==> src/rtl/sha_pkg.sv <==
// sha_pkg: shared types, round constants, initial hash values and sigma functions
// for the streaming SHA-256 hasher; no dependencies
`default_nettype none

package sha_pkg;

  localparam int unsigned WordW   = 32;
  localparam int unsigned CountW  = 61;
  localparam int unsigned Rounds  = 64;

  // control from the sequencer to the round unit
  typedef struct packed {
    logic       load;      // shift chain read data into working vars
    logic       rot;       // rotate working vars during the final add
    logic       step;      // one compression round
    logic       wsel_mem;  // round word comes from the block memory
    logic [5:0] ridx;      // round number
  } round_ctl_t;

  function automatic logic [31:0] ror32(input logic [31:0] v, input int unsigned n);
    ror32 = (v >> n) | (v << (32 - n));
  endfunction

  function automatic logic [31:0] big_sig0(input logic [31:0] x);
    big_sig0 = ror32(x, 2) ^ ror32(x, 13) ^ ror32(x, 22);
  endfunction

  function automatic logic [31:0] big_sig1(input logic [31:0] x);
    big_sig1 = ror32(x, 6) ^ ror32(x, 11) ^ ror32(x, 25);
  endfunction

  function automatic logic [31:0] small_sig0(input logic [31:0] x);
    small_sig0 = ror32(x, 7) ^ ror32(x, 18) ^ (x >> 3);
  endfunction

  function automatic logic [31:0] small_sig1(input logic [31:0] x);
    small_sig1 = ror32(x, 17) ^ ror32(x, 19) ^ (x >> 10);
  endfunction

  function automatic logic [31:0] iv_const(input logic [2:0] idx);
    case (idx)
      3'd0:    iv_const = 32'h6a09e667;
      3'd1:    iv_const = 32'hbb67ae85;
      3'd2:    iv_const = 32'h3c6ef372;
      3'd3:    iv_const = 32'ha54ff53a;
      3'd4:    iv_const = 32'h510e527f;
      3'd5:    iv_const = 32'h9b05688c;
      3'd6:    iv_const = 32'h1f83d9ab;
      default: iv_const = 32'h5be0cd19;
    endcase
  endfunction

  function automatic logic [31:0] k_const(input logic [5:0] idx);
    case (idx)
      6'd0:  k_const = 32'h428a2f98;  6'd1:  k_const = 32'h71374491;
      6'd2:  k_const = 32'hb5c0fbcf;  6'd3:  k_const = 32'he9b5dba5;
      6'd4:  k_const = 32'h3956c25b;  6'd5:  k_const = 32'h59f111f1;
      6'd6:  k_const = 32'h923f82a4;  6'd7:  k_const = 32'hab1c5ed5;
      6'd8:  k_const = 32'hd807aa98;  6'd9:  k_const = 32'h12835b01;
      6'd10: k_const = 32'h243185be;  6'd11: k_const = 32'h550c7dc3;
      6'd12: k_const = 32'h72be5d74;  6'd13: k_const = 32'h80deb1fe;
      6'd14: k_const = 32'h9bdc06a7;  6'd15: k_const = 32'hc19bf174;
      6'd16: k_const = 32'he49b69c1;  6'd17: k_const = 32'hefbe4786;
      6'd18: k_const = 32'h0fc19dc6;  6'd19: k_const = 32'h240ca1cc;
      6'd20: k_const = 32'h2de92c6f;  6'd21: k_const = 32'h4a7484aa;
      6'd22: k_const = 32'h5cb0a9dc;  6'd23: k_const = 32'h76f988da;
      6'd24: k_const = 32'h983e5152;  6'd25: k_const = 32'ha831c66d;
      6'd26: k_const = 32'hb00327c8;  6'd27: k_const = 32'hbf597fc7;
      6'd28: k_const = 32'hc6e00bf3;  6'd29: k_const = 32'hd5a79147;
      6'd30: k_const = 32'h06ca6351;  6'd31: k_const = 32'h14292967;
      6'd32: k_const = 32'h27b70a85;  6'd33: k_const = 32'h2e1b2138;
      6'd34: k_const = 32'h4d2c6dfc;  6'd35: k_const = 32'h53380d13;
      6'd36: k_const = 32'h650a7354;  6'd37: k_const = 32'h766a0abb;
      6'd38: k_const = 32'h81c2c92e;  6'd39: k_const = 32'h92722c85;
      6'd40: k_const = 32'ha2bfe8a1;  6'd41: k_const = 32'ha81a664b;
      6'd42: k_const = 32'hc24b8b70;  6'd43: k_const = 32'hc76c51a3;
      6'd44: k_const = 32'hd192e819;  6'd45: k_const = 32'hd6990624;
      6'd46: k_const = 32'hf40e3585;  6'd47: k_const = 32'h106aa070;
      6'd48: k_const = 32'h19a4c116;  6'd49: k_const = 32'h1e376c08;
      6'd50: k_const = 32'h2748774c;  6'd51: k_const = 32'h34b0bcb5;
      6'd52: k_const = 32'h391c0cb3;  6'd53: k_const = 32'h4ed8aa4a;
      6'd54: k_const = 32'h5b9cca4f;  6'd55: k_const = 32'h682e6ff3;
      6'd56: k_const = 32'h748f82ee;  6'd57: k_const = 32'h78a5636f;
      6'd58: k_const = 32'h84c87814;  6'd59: k_const = 32'h8cc70208;
      6'd60: k_const = 32'h90befffa;  6'd61: k_const = 32'ha4506ceb;
      6'd62: k_const = 32'hbef9a3f7;  default: k_const = 32'hc67178f2;
    endcase
  endfunction

endpackage

`default_nettype wire

==> src/rtl/sha_blk_mem.sv <==
// sha_blk_mem: 16 x 32-bit block buffer memory, one write and one registered read port
// depends on sha_pkg
`default_nettype none

module sha_blk_mem (
  input  wire  logic                       clk,
  input  wire  logic                       we,
  input  wire  logic [3:0]                 waddr,
  input  wire  logic [sha_pkg::WordW-1:0]  wdata,
  input  wire  logic                       re,
  input  wire  logic [3:0]                 raddr,
  output logic       [sha_pkg::WordW-1:0]  rdata
);
  import sha_pkg::*;

  logic [WordW-1:0] mem [0:15];

  always_ff @(posedge clk) begin
    if (we) begin
      mem[waddr] <= wdata;
    end
  end

  always_ff @(posedge clk) begin
    if (re) begin
      rdata <= mem[raddr];
    end
  end

endmodule

`default_nettype wire

==> src/rtl/sha_chain_mem.sv <==
// sha_chain_mem: 8 x 32-bit chaining value memory with per-entry valid bits;
// an entry not written since reset or clear reads as the initial hash value; depends on sha_pkg
`default_nettype none

module sha_chain_mem (
  input  wire  logic                       clk,
  input  wire  logic                       rst,
  input  wire  logic                       clr,
  input  wire  logic                       we,
  input  wire  logic [2:0]                 waddr,
  input  wire  logic [sha_pkg::WordW-1:0]  wdata,
  input  wire  logic                       re,
  input  wire  logic [2:0]                 raddr,
  output logic       [sha_pkg::WordW-1:0]  rdata
);
  import sha_pkg::*;

  logic [WordW-1:0] mem [0:7];
  logic [7:0]       vld;
  logic [WordW-1:0] rd_mem;
  logic             rd_vld;
  logic [2:0]       rd_addr;

  always_ff @(posedge clk) begin
    if (we) begin
      mem[waddr] <= wdata;
    end
  end

  always_ff @(posedge clk) begin
    if (rst || clr) begin
      vld <= '0;
    end else if (we) begin
      vld[waddr] <= 1'b1;
    end
  end

  always_ff @(posedge clk) begin
    if (re) begin
      rd_mem  <= mem[raddr];
      rd_vld  <= vld[raddr];
      rd_addr <= raddr;
    end
  end

  assign rdata = rd_vld ? rd_mem : iv_const(rd_addr);

`ifndef SYNTH
  a_write_sets_valid: assert property (@(posedge clk) disable iff (rst)
    (we && !clr) |=> vld[$past(waddr)])
    else $error("chain entry not valid after write");
`endif

endmodule

`default_nettype wire

==> src/rtl/sha_round.sv <==
// sha_round: working variables, rolling message schedule and one SHA-256 round per cycle
// depends on sha_pkg (round_ctl_t, round constants, sigma functions)
`default_nettype none

module sha_round (
  input  wire  logic                       clk,
  input  wire  sha_pkg::round_ctl_t        ctl,
  input  wire  logic [sha_pkg::WordW-1:0]  chain_rd,
  input  wire  logic [sha_pkg::WordW-1:0]  blk_rd,
  output logic       [sha_pkg::WordW-1:0]  a_out
);
  import sha_pkg::*;

  logic [WordW-1:0] wv [0:7];
  // sched[14] is the newest schedule word, sched[0] the oldest
  logic [WordW-1:0] sched [0:14];
  logic [WordW-1:0] w_reg;
  logic [WordW-1:0] wsrc;
  logic [WordW-1:0] t1;
  logic [WordW-1:0] t2;
  logic [WordW-1:0] shift_in;

  assign wsrc = ctl.wsel_mem ? blk_rd : w_reg;
  assign t1 = wv[7] + big_sig1(wv[4]) + ((wv[4] & wv[5]) ^ (~wv[4] & wv[6]))
            + k_const(ctl.ridx) + wsrc;
  assign t2 = big_sig0(wv[0]) + ((wv[0] & wv[1]) ^ (wv[0] & wv[2]) ^ (wv[1] & wv[2]));
  assign shift_in = ctl.load ? chain_rd : wv[0];
  assign a_out = wv[0];

  always_ff @(posedge clk) begin
    if (ctl.step) begin
      wv[0] <= t1 + t2;
      wv[1] <= wv[0];
      wv[2] <= wv[1];
      wv[3] <= wv[2];
      wv[4] <= wv[3] + t1;
      wv[5] <= wv[4];
      wv[6] <= wv[5];
      wv[7] <= wv[6];
    end else if (ctl.load || ctl.rot) begin
      for (int j = 0; j < 7; j++) begin
        wv[j] <= wv[j+1];
      end
      wv[7] <= shift_in;
    end
  end

  // the schedule word for the coming round is computed ahead and registered in w_reg
  always_ff @(posedge clk) begin
    if (ctl.step) begin
      for (int j = 0; j < 14; j++) begin
        sched[j] <= sched[j+1];
      end
      sched[14] <= wsrc;
      w_reg <= small_sig1(sched[14]) + sched[9] + small_sig0(sched[1]) + sched[0];
    end
  end

endmodule

`default_nettype wire

==> src/rtl/sha256_stream_hasher_core.sv <==
// sha256_stream_hasher_core: top level, byte intake, padding sequencer and digest output
// depends on sha_pkg, sha_blk_mem, sha_chain_mem, sha_round
`default_nettype none

// SHA-256 over a byte stream. Each input item carries at most one message byte and
// an end mark. A byte item is taken while the core is idle; the byte that fills a
// 64-byte block starts a compression (reading the chaining value from its memory,
// 64 rounds at one round per cycle, then adding and writing the chaining value
// back), during which no item is taken. An end mark starts padding, which writes
// the rest of the block memory one word per cycle, followed by one or two
// compressions. The digest then leaves as eight items, word 0 first, each read
// from the chaining value memory and loaded into the output register once that
// register is free. A new message can start while the last digest word still
// waits in the output register.
module sha256_stream_hasher_core (
  input  wire  logic        clk,
  input  wire  logic        rst,
  input  wire  logic        in_valid,
  output logic              in_stall,
  input  wire  logic [7:0]  msg_byte,
  input  wire  logic        has_byte,
  input  wire  logic        end_of_message,
  output logic              out_valid,
  input  wire  logic        out_stall,
  output logic [31:0]       digest_word,
  output logic [2:0]        word_index,
  output logic              digest_done
);
  import sha_pkg::*;

  localparam logic [2:0] S_IDLE  = 3'd0;
  localparam logic [2:0] S_PAD   = 3'd1;
  localparam logic [2:0] S_LOAD  = 3'd2;
  localparam logic [2:0] S_ROUND = 3'd3;
  localparam logic [2:0] S_ADD   = 3'd4;
  localparam logic [2:0] S_ORD   = 3'd5;
  localparam logic [2:0] S_OWT   = 3'd6;

  // what follows a compression
  localparam logic [1:0] P_IDLE = 2'd0;
  localparam logic [1:0] P_PAD  = 2'd1;
  localparam logic [1:0] P_PAD2 = 2'd2;
  localparam logic [1:0] P_OUT  = 2'd3;

  logic [2:0]        state;
  logic [6:0]        cnt;
  logic [CountW-1:0] count;
  logic [23:0]       acc;
  logic [1:0]        post;
  logic              pad2;
  logic [3:0]        pad_addr;
  logic [2:0]        oidx;

  logic              in_acc;
  logic [5:0]        pos;
  logic [5:0]        pos_inc;
  logic [63:0]       bit_len;
  logic [WordW-1:0]  pad_word;
  logic              out_load;
  logic              fin;
  logic [6:0]        cnt_dec;

  logic              blk_we;
  logic [3:0]        blk_waddr;
  logic [WordW-1:0]  blk_wdata;
  logic              blk_re;
  logic [3:0]        blk_raddr;
  logic [WordW-1:0]  blk_rd;

  logic              c_we;
  logic              c_re;
  logic [2:0]        c_raddr;
  logic [WordW-1:0]  c_rd;
  logic [WordW-1:0]  a_cur;

  round_ctl_t        rctl;

  assign in_stall = (state != S_IDLE);
  assign in_acc   = in_valid && !in_stall;
  assign pos      = count[5:0];
  assign pos_inc  = pos + 6'd1;
  assign bit_len  = {count, 3'b000};
  assign cnt_dec  = cnt - 7'd1;
  assign out_load = (state == S_OWT) && (!out_valid || !out_stall);
  assign fin      = out_load && (oidx == 3'd7);

  // padding word: 0x80 after the last message byte, zeros, bit length in words 14 and 15 of the last block
  always_comb begin
    pad_word = '0;
    if (!pad2 && (pad_addr == pos[5:2])) begin
      case (pos[1:0])
        2'd0:    pad_word = 32'h8000_0000;
        2'd1:    pad_word = {acc[7:0], 8'h80, 16'h0000};
        2'd2:    pad_word = {acc[15:0], 8'h80, 8'h00};
        default: pad_word = {acc[23:0], 8'h80};
      endcase
    end else if (pad2 || (pos < 6'd56)) begin
      if (pad_addr == 4'd14) begin
        pad_word = bit_len[63:32];
      end else if (pad_addr == 4'd15) begin
        pad_word = bit_len[31:0];
      end
    end
  end

  always_comb begin
    blk_we    = 1'b0;
    blk_waddr = pad_addr;
    blk_wdata = pad_word;
    if (in_acc && has_byte && (pos[1:0] == 2'd3)) begin
      blk_we    = 1'b1;
      blk_waddr = pos[5:2];
      blk_wdata = {acc, msg_byte};
    end else if (state == S_PAD) begin
      blk_we    = 1'b1;
    end
  end

  assign blk_re    = ((state == S_LOAD) && (cnt == 7'd8)) ||
                     ((state == S_ROUND) && (cnt < 7'd16));
  assign blk_raddr = (state == S_ROUND) ? cnt[3:0] : 4'd0;

  always_comb begin
    c_re    = 1'b0;
    c_raddr = cnt[2:0];
    if (((state == S_LOAD) || (state == S_ADD)) && (cnt < 7'd8)) begin
      c_re = 1'b1;
    end else if (state == S_ORD) begin
      c_re    = 1'b1;
      c_raddr = oidx;
    end
  end

  assign c_we = (state == S_ADD) && (cnt != 7'd0);

  always_comb begin
    rctl.load     = (state == S_LOAD) && (cnt != 7'd0);
    rctl.rot      = c_we;
    rctl.step     = (state == S_ROUND);
    rctl.wsel_mem = (cnt <= 7'd16);
    rctl.ridx     = cnt_dec[5:0];
  end

  always_ff @(posedge clk) begin
    if (rst) begin
      state    <= S_IDLE;
      cnt      <= '0;
      count    <= '0;
      post     <= P_IDLE;
      pad2     <= 1'b0;
      pad_addr <= '0;
      oidx     <= '0;
    end else begin
      case (state)
        S_IDLE: begin
          if (in_acc) begin
            if (has_byte) begin
              count <= count + 61'd1;
              if (pos == 6'd63) begin
                state <= S_LOAD;
                cnt   <= '0;
                post  <= end_of_message ? P_PAD : P_IDLE;
              end else if (end_of_message) begin
                state    <= S_PAD;
                pad_addr <= pos_inc[5:2];
                pad2     <= 1'b0;
              end
            end else if (end_of_message) begin
              state    <= S_PAD;
              pad_addr <= pos[5:2];
              pad2     <= 1'b0;
            end
          end
        end
        S_PAD: begin
          pad_addr <= pad_addr + 4'd1;
          if (pad_addr == 4'd15) begin
            state <= S_LOAD;
            cnt   <= '0;
            post  <= (!pad2 && (pos >= 6'd56)) ? P_PAD2 : P_OUT;
          end
        end
        S_LOAD: begin
          if (cnt == 7'd8) begin
            state <= S_ROUND;
            cnt   <= 7'd1;
          end else begin
            cnt <= cnt + 7'd1;
          end
        end
        S_ROUND: begin
          if (cnt == 7'd64) begin
            state <= S_ADD;
            cnt   <= '0;
          end else begin
            cnt <= cnt + 7'd1;
          end
        end
        S_ADD: begin
          cnt <= cnt + 7'd1;
          if (cnt == 7'd8) begin
            case (post)
              P_IDLE: state <= S_IDLE;
              P_PAD: begin
                state    <= S_PAD;
                pad_addr <= pos[5:2];
                pad2     <= 1'b0;
              end
              P_PAD2: begin
                state    <= S_PAD;
                pad_addr <= '0;
                pad2     <= 1'b1;
              end
              default: begin
                state <= S_ORD;
                oidx  <= '0;
              end
            endcase
          end
        end
        S_ORD: begin
          state <= S_OWT;
        end
        S_OWT: begin
          if (out_load) begin
            if (oidx == 3'd7) begin
              state <= S_IDLE;
              count <= '0;
              post  <= P_IDLE;
            end else begin
              oidx  <= oidx + 3'd1;
              state <= S_ORD;
            end
          end
        end
        default: begin
          state <= S_IDLE;
        end
      endcase
    end
  end

  // byte assembly, the last three bytes of the current word
  always_ff @(posedge clk) begin
    if (in_acc && has_byte) begin
      acc <= {acc[15:0], msg_byte};
    end
  end

  always_ff @(posedge clk) begin
    if (rst) begin
      out_valid <= 1'b0;
    end else if (out_load) begin
      out_valid <= 1'b1;
    end else if (!out_stall) begin
      out_valid <= 1'b0;
    end
  end

  always_ff @(posedge clk) begin
    if (out_load) begin
      digest_word <= c_rd;
      word_index  <= oidx;
      digest_done <= (oidx == 3'd7);
    end
  end

  sha_blk_mem u_blk_mem (
    .clk   (clk),
    .we    (blk_we),
    .waddr (blk_waddr),
    .wdata (blk_wdata),
    .re    (blk_re),
    .raddr (blk_raddr),
    .rdata (blk_rd)
  );

  sha_chain_mem u_chain_mem (
    .clk   (clk),
    .rst   (rst),
    .clr   (fin),
    .we    (c_we),
    .waddr (cnt_dec[2:0]),
    .wdata (c_rd + a_cur),
    .re    (c_re),
    .raddr (c_raddr),
    .rdata (c_rd)
  );

  sha_round u_round (
    .clk      (clk),
    .ctl      (rctl),
    .chain_rd (c_rd),
    .blk_rd   (blk_rd),
    .a_out    (a_cur)
  );

`ifndef SYNTH
  a_round_range: assert property (@(posedge clk) disable iff (rst)
    (state == S_ROUND) |-> ((cnt >= 7'd1) && (cnt <= 7'd64)))
    else $error("round counter out of range");

  a_done_last: assert property (@(posedge clk) disable iff (rst)
    out_valid |-> (digest_done == (word_index == 3'd7)))
    else $error("digest_done not on the last word");

  a_fin_clears: assert property (@(posedge clk) disable iff (rst)
    fin |=> ((count == '0) && (state == S_IDLE)))
    else $error("message state not cleared after digest");
`endif

endmodule

`default_nettype wire
==> config.mk <==
export PLATFORM = sky130hd
export DESIGN_NAME = sha256_stream_hasher_core
export DESIGN_NICKNAME = d
export VERILOG_FILES = /design/src/rtl/sha_pkg.sv /design/src/rtl/sha_blk_mem.sv /design/src/rtl/sha_chain_mem.sv /design/src/rtl/sha_round.sv /design/src/rtl/sha256_stream_hasher_core.sv
export SDC_FILE = /design/constraint.sdc
export NUM_CORES = 2
export LEC_CHECK = 0
export BUFFER_PORTS_ARGS = -buffer_cell sky130_fd_sc_hd__buf_2
export CAP_MARGIN = 20
export CORE_MARGIN = 3
export CORE_UTILIZATION = 41
export CTS_CLUSTER_SIZE = 12
export DETAILED_ROUTE_END_ITERATION = 7
export GPL_ROUTABILITY_DRIVEN = 0
export PLACE_DENSITY = 0.59
export SYNTH_ARGS = -nofsm -noshare
export SYNTH_HDL_FRONTEND = slang
export SYNTH_HIERARCHICAL = 1
export SYNTH_SLANG_ARGS = --single-unit
==> constraint.sdc <==
create_clock -name clk -period 27.6 [get_ports clk]
set_input_delay 1.38 -clock clk [delete_from_list [all_inputs] [get_ports clk]]
set_output_delay 1.38 -clock clk [all_outputs]
set_load 0.01 [all_outputs]
======== Word-level counts from Yosys, hierarchy flattened ========
Memory sizes are Yosys's and may differ from the RTL's. A register that Yosys moved wholly into a read port is not among the register bits.
Index checks and enable logic that the tools add are counted.
operators by class
  add/sub/neg operators ................... 17
  $lt $le $gt $ge ......................... 8
  eq/ne operators ......................... 40
  multiplexer cells ....................... 94
  bitwise operators ....................... 36
  reduce and logical (&&, ||, !) cells .... 44
operators by type and width
  cell                   count
  $mux 32                16
  $add 32x32->32         11
  $xor 32x32->32         9
  $mux 61                4
  $pmux 32 s7            1
  $and 32x32->32         5
  $pmux 61 s2            1
  $pmux 32 s3            1
  $add 61x1->61 const B  1
  $mux 3                 16
  $mux 7                 6
  $pmux 7 s5             1
  $mux 4                 8
  $not 32->32            1
  $or 10x32->32          1
  $or 13x32->32          1
  $or 14x32->32          1
  $or 15x32->32          1
  $or 19x32->32          1
  $or 21x32->32          1
  $or 25x32->32          1
  $or 26x32->32          1
  $or 30x32->32          1
  $or 7x32->32           1
  other kinds (54)       148
word-level totals
  register bits ........................... 186
  bits in writable memories ............... 1504
  ROM bits ................................ 2048
  input bits .............................. 14
  output and inout bits ................... 38
  word-level logic and storage cells ...... 260
  memories ................................ 5
memory list
  name             depth  width  read ports  clocked after Yosys merged registers in  wr ports  RTL line             RTL
  (no name shown)  64     32     1           0                                        0         sha_pkg.sv:54        case (idx)
  u_blk_mem.mem    16     32     1           1                                        1         sha_blk_mem.sv:16    logic [WordW-1:0] mem [0:15];
  u_round.sched    15     32     15          0                                        15        sha_round.sv:16      logic [WordW-1:0] sched [0:14];
  u_chain_mem.mem  8      32     1           1                                        1         sha_chain_mem.sv:18  logic [WordW-1:0] mem [0:7];
  u_round.wv       8      32     8           0                                        8         sha_round.sv:14      logic [WordW-1:0] wv [0:7];

======== Longest topological paths before layout ========
An unclocked memory read counts as a cell.
  depth in word-level cells ............... 10
  mapped depth ............................ 38
  depth with buffers taken out ............ 37

======== By module ========
The synthesis kept the hierarchy.
modules (own cells, without submodules)
  module                     instances  cells each  area each (µm²)  sequential area each (µm²)
  sha_round                  1          3634        43242.7          23062.1
  sha_blk_mem                1          838         20155.6          16335.7
  sha_chain_mem              1          547         11579.9          8928.6
  sha256_stream_hasher_core  1          990         8683.3           3443.3

======== Worst setup path after synthesis ========
Ideal clock, no wire load.
  kind .................................... reg2reg
  from .................................... register state[1]
  to ...................................... memory u_round.wv[0][0] (enable)
  setup time .............................. 0.632 ns
  data arrival time ....................... 28.716 ns
  data required time ...................... 26.968 ns
  path slack .............................. -1.748 ns
  cell stages (with the launch flop) ...... 8
  buffers on the path ..................... 4
  clock period less this slack ............ 29.348 ns
  cell sequence ........................... dfxtp_1 -> buf_4 -> clkbuf_1 -> nand2b_1 -> nor2_1 -> clkbuf_1 -> clkbuf_1 -> or3_1
RTL lines
  what                    RTL line                          RTL
  from (decl)             sha256_stream_hasher_core.sv:45   logic [2:0] state;
  from (signal assigned)  sha256_stream_hasher_core.sv:146  state <= S_IDLE;
  from (signal assigned)  sha256_stream_hasher_core.sv:160  state <= S_LOAD;
  from (signal assigned)  sha256_stream_hasher_core.sv:164  state <= S_PAD;
  to (decl)               sha_round.sv:14

==> flow_metrics.tcl <==
set metrics [dict create \
    status "complete, but fails checks" \
    failing_checks "DRC" \
    first_global_vias 48400 \
    grt_overflow 0 \
    cts_buffers 185 \
    clock_tree.buffer_depth 3 \
    layout.cells.most_common_list "sky130_fd_sc_hd__edfxtp_1 (1,664), sky130_fd_sc_hd__nand2_1 (741), sky130_fd_sc_hd__inv_1 (328), sky130_fd_sc_hd__xnor2_1 (281), sky130_fd_sc_hd__nor2_1 (276)" \
    drt_pre_antenna_iters 8 \
    initial_core_util 0.413 \
    kind_of_end_point_of_the_critical_path "flop" \
    grt_max_degree 167 \
    crit_fanout 27 \
    cap_viol_max_count 0 \
    min_period_ps 10340 \
    final.fill_count 17800 \
    synth_top_cell_by_area "sky130_fd_sc_hd__edfxtp_1" \
    clockRootBuffer "sky130_fd_sc_hd__clkbuf_16" \
    syn2layout_area_growth_pct 10.8 \
    most_used_cell_cp "sky130_fd_sc_hd__o21ai_0" \
    detailroute.wirelength.met3_mm 16.0 \
    synth-main-ff-cell "sky130_fd_sc_hd__edfxtp_1" \
    grt_first_pass_wirelength_mm 320 \
    uppermost_routed_layer "met5" \
    dr_total_vias 49400 \
    quantity_of_hold_fixing_buffers_added_after_cts 0 \
    synth.area.top_cells "sky130_fd_sc_hd__edfxtp_1 (60%), sky130_fd_sc_hd__mux4_2 (5.3%), sky130_fd_sc_hd__fa_1 (4.5%)" \
    synth_top_area_share 0.597 \
    cp.required_ps 28090 \
    final_setup_vio_count 0 \
    wirelength_met1_mm 95.4 \
    critical_path.slowest_cell "sky130_fd_sc_hd__inv_1" \
    fin_crit_sh 0.375 \
    hpwlAfterDp_mm 143 \
    antenna_left 0 \
    cp-start-kind "flop" \
    dieArea_um2 210000 \
    yosysWarningCount 6 \
    cts.repair.resized 0 \
    relSlewSlack 0.267 \
    timing.final.max_slew_violations 0 \
    mappedNetlistArea_um2 83700 \
    grt_setup_unrepaired "false" \
    async_reset_ff_frac 0 \
    hp-class "flop to flop" \
    rows 165 \
    final_nets 6406 \
    clock_latency_ps 840 \
    largest_register_ffs 512 \
    worst_clock_skew_ps 69.4 \
    track_usage 0.204 \
    drt_first_iter_violations 5561 \
    tightest_slew_ps 1090 \
    post-cts-setup-buffers 0 \
    synth_cell_types 98 \
    cts.clk_slew.worst_paths_ps 60 \
    finalWorstSetupSlack_ps 17260 \
    seq_area_frac_synth 0.619 \
    count_of_flip_flops_with_a_built_in_enable_after_synthesis 1664 \
    hold_viol 0 \
    avgSynthCellArea_um2 13.9 \
    cp_slowest_stage_delay_ps 740 \
    largest_register "u_blk_mem/mem" \
    detailedPlace.worstSlack_ps 17570 \
    core_region_area_um2 203000 \
    port-buffer-count 51 \
    multiInputGateArea_um2 29500 \
    critical-path-top-delay-family "compound AO/OA/AOI/OAI gates" \
    synth.ff_latch_count 1754 \
    post_drt_wl_per_cell_um 24.5 \
    regArea_um2 51800 \
    post_synth_inst_count 6009 \
    drc 18 \
    cts_sinks 1754 \
    die_y_um 458 \
    wirelength_mm 216 \
    setup.worst_path.class "flop to flop" \
    most_frequent_standard_cell_in_the_layout_excluding_fill_and_tap_cells "sky130_fd_sc_hd__edfxtp_1" \
    die_w_um 458 \
    reg_top3 "u_blk_mem/mem x512, u_round/sched x480" \
    detail_route.vias_per_cell 5.60 \
    worstPathBufferInverterCount 4 \
    mappedNetlistNets 6395 \
    number_of_i_o_pins 52 \
    antenna_found_initial 10 \
    depth_of_the_cts_h_tree 4 \
    clock_tree_from_tritoncts "done" \
    cp_data_arrival_time_ps 10830 \
    dr_wl_met2_mm 98.7 \
    timing.fmax_mhz 96.7 \
    final_layout_size_suffix_gt1_frac 0.131 \
    totalNegativeSetupSlack_ps 0 \
]
Yosys cell counts, types with 32 or more instances:
master                     instances
sky130_fd_sc_hd__a21o_1           86
sky130_fd_sc_hd__a21oi_1         256
sky130_fd_sc_hd__a22oi_1          74
sky130_fd_sc_hd__a31oi_1          39
sky130_fd_sc_hd__and3_1           36
sky130_fd_sc_hd__buf_4            43
sky130_fd_sc_hd__clkbuf_1        228
sky130_fd_sc_hd__dfxtp_1          90
sky130_fd_sc_hd__edfxtp_1       1664
sky130_fd_sc_hd__fa_1            188
sky130_fd_sc_hd__ha_1            184
sky130_fd_sc_hd__inv_1           328
sky130_fd_sc_hd__mux2_2          132
sky130_fd_sc_hd__mux2i_1          48
sky130_fd_sc_hd__mux4_2          197
sky130_fd_sc_hd__nand2_1         741
sky130_fd_sc_hd__nand2b_1         32
sky130_fd_sc_hd__nand3_1          63
sky130_fd_sc_hd__nor2_1          297
sky130_fd_sc_hd__nor3_1           63
sky130_fd_sc_hd__o21a_1           40
sky130_fd_sc_hd__o21ai_0         234
sky130_fd_sc_hd__xnor2_1         283
sky130_fd_sc_hd__xor2_1          155
layer usage:
layer  vias up  global-route usage
li1      22100                   -
met3       354              0.0371
met2      1919               0.315
met1     25100               0.296
met5         -                   0
met4         2              0.0568
logic make-up (layout without fill, tap and decap cells):
kind of cell               Yosys count  in the layout  share of synthesized area
xor gates and xnor gates           440            440                     0.0464
other                                0              2                          0
DFF                               1754           1754                      0.619
AOI/OAI and AO/OA                  980            980                     0.0757
buffers and inverters              662            802                     0.0325
adders and majority gates          393            393                     0.0750
muxes                              384            384                     0.0786
and+or+nand+nor                   1396           1396                     0.0730
path summary, 6_finish.rpt:
| check | cells after the start | startpoint | slack, ps | endpoint |
|---|---|---|---|---|
| setup / recovery | 34 | cnt[0] | 17260 | u_round/wv[0][30] |
| hold / removal | 0 | u_round/sched[1][136] | 370 | u_round/sched[1][104] |
| setup reg to reg | 34 | cnt[0] | 17260 | u_round/wv[0][30] |
| hold reg to reg | 0 | u_round/sched[1][136] | 370 | u_round/sched[1][104] |
per-stage QoR:
stage	hold WS, ps	instances	area [um2]	utilization
after floorplan	400	6009	83700	-
after global placement	400	8500	86900	0.429
after detailed placement	405	8504	87000	0.429
after CTS	373	8820	92700	0.458
after global routing	379	8823	92700	0.458
final	367	8823	92700	0.458
area by class of cell:
cell class | count | share of cell area
multi-input combinational | 3593 | 0.318
antenna | 2 | 0.0000540
timing repair buffer | 156 | 0.0120
tap | 2672 | 0.0361
inverter | 330 | 0.0134
sequential | 1754 | 0.559
clock buffer | 239 | 0.0525
clock inverter | 77 | 0.00906
Power is left out: the tool's default activity adds up to more than one toggle a clock period on the data nets, which glitch-free logic cannot reach.
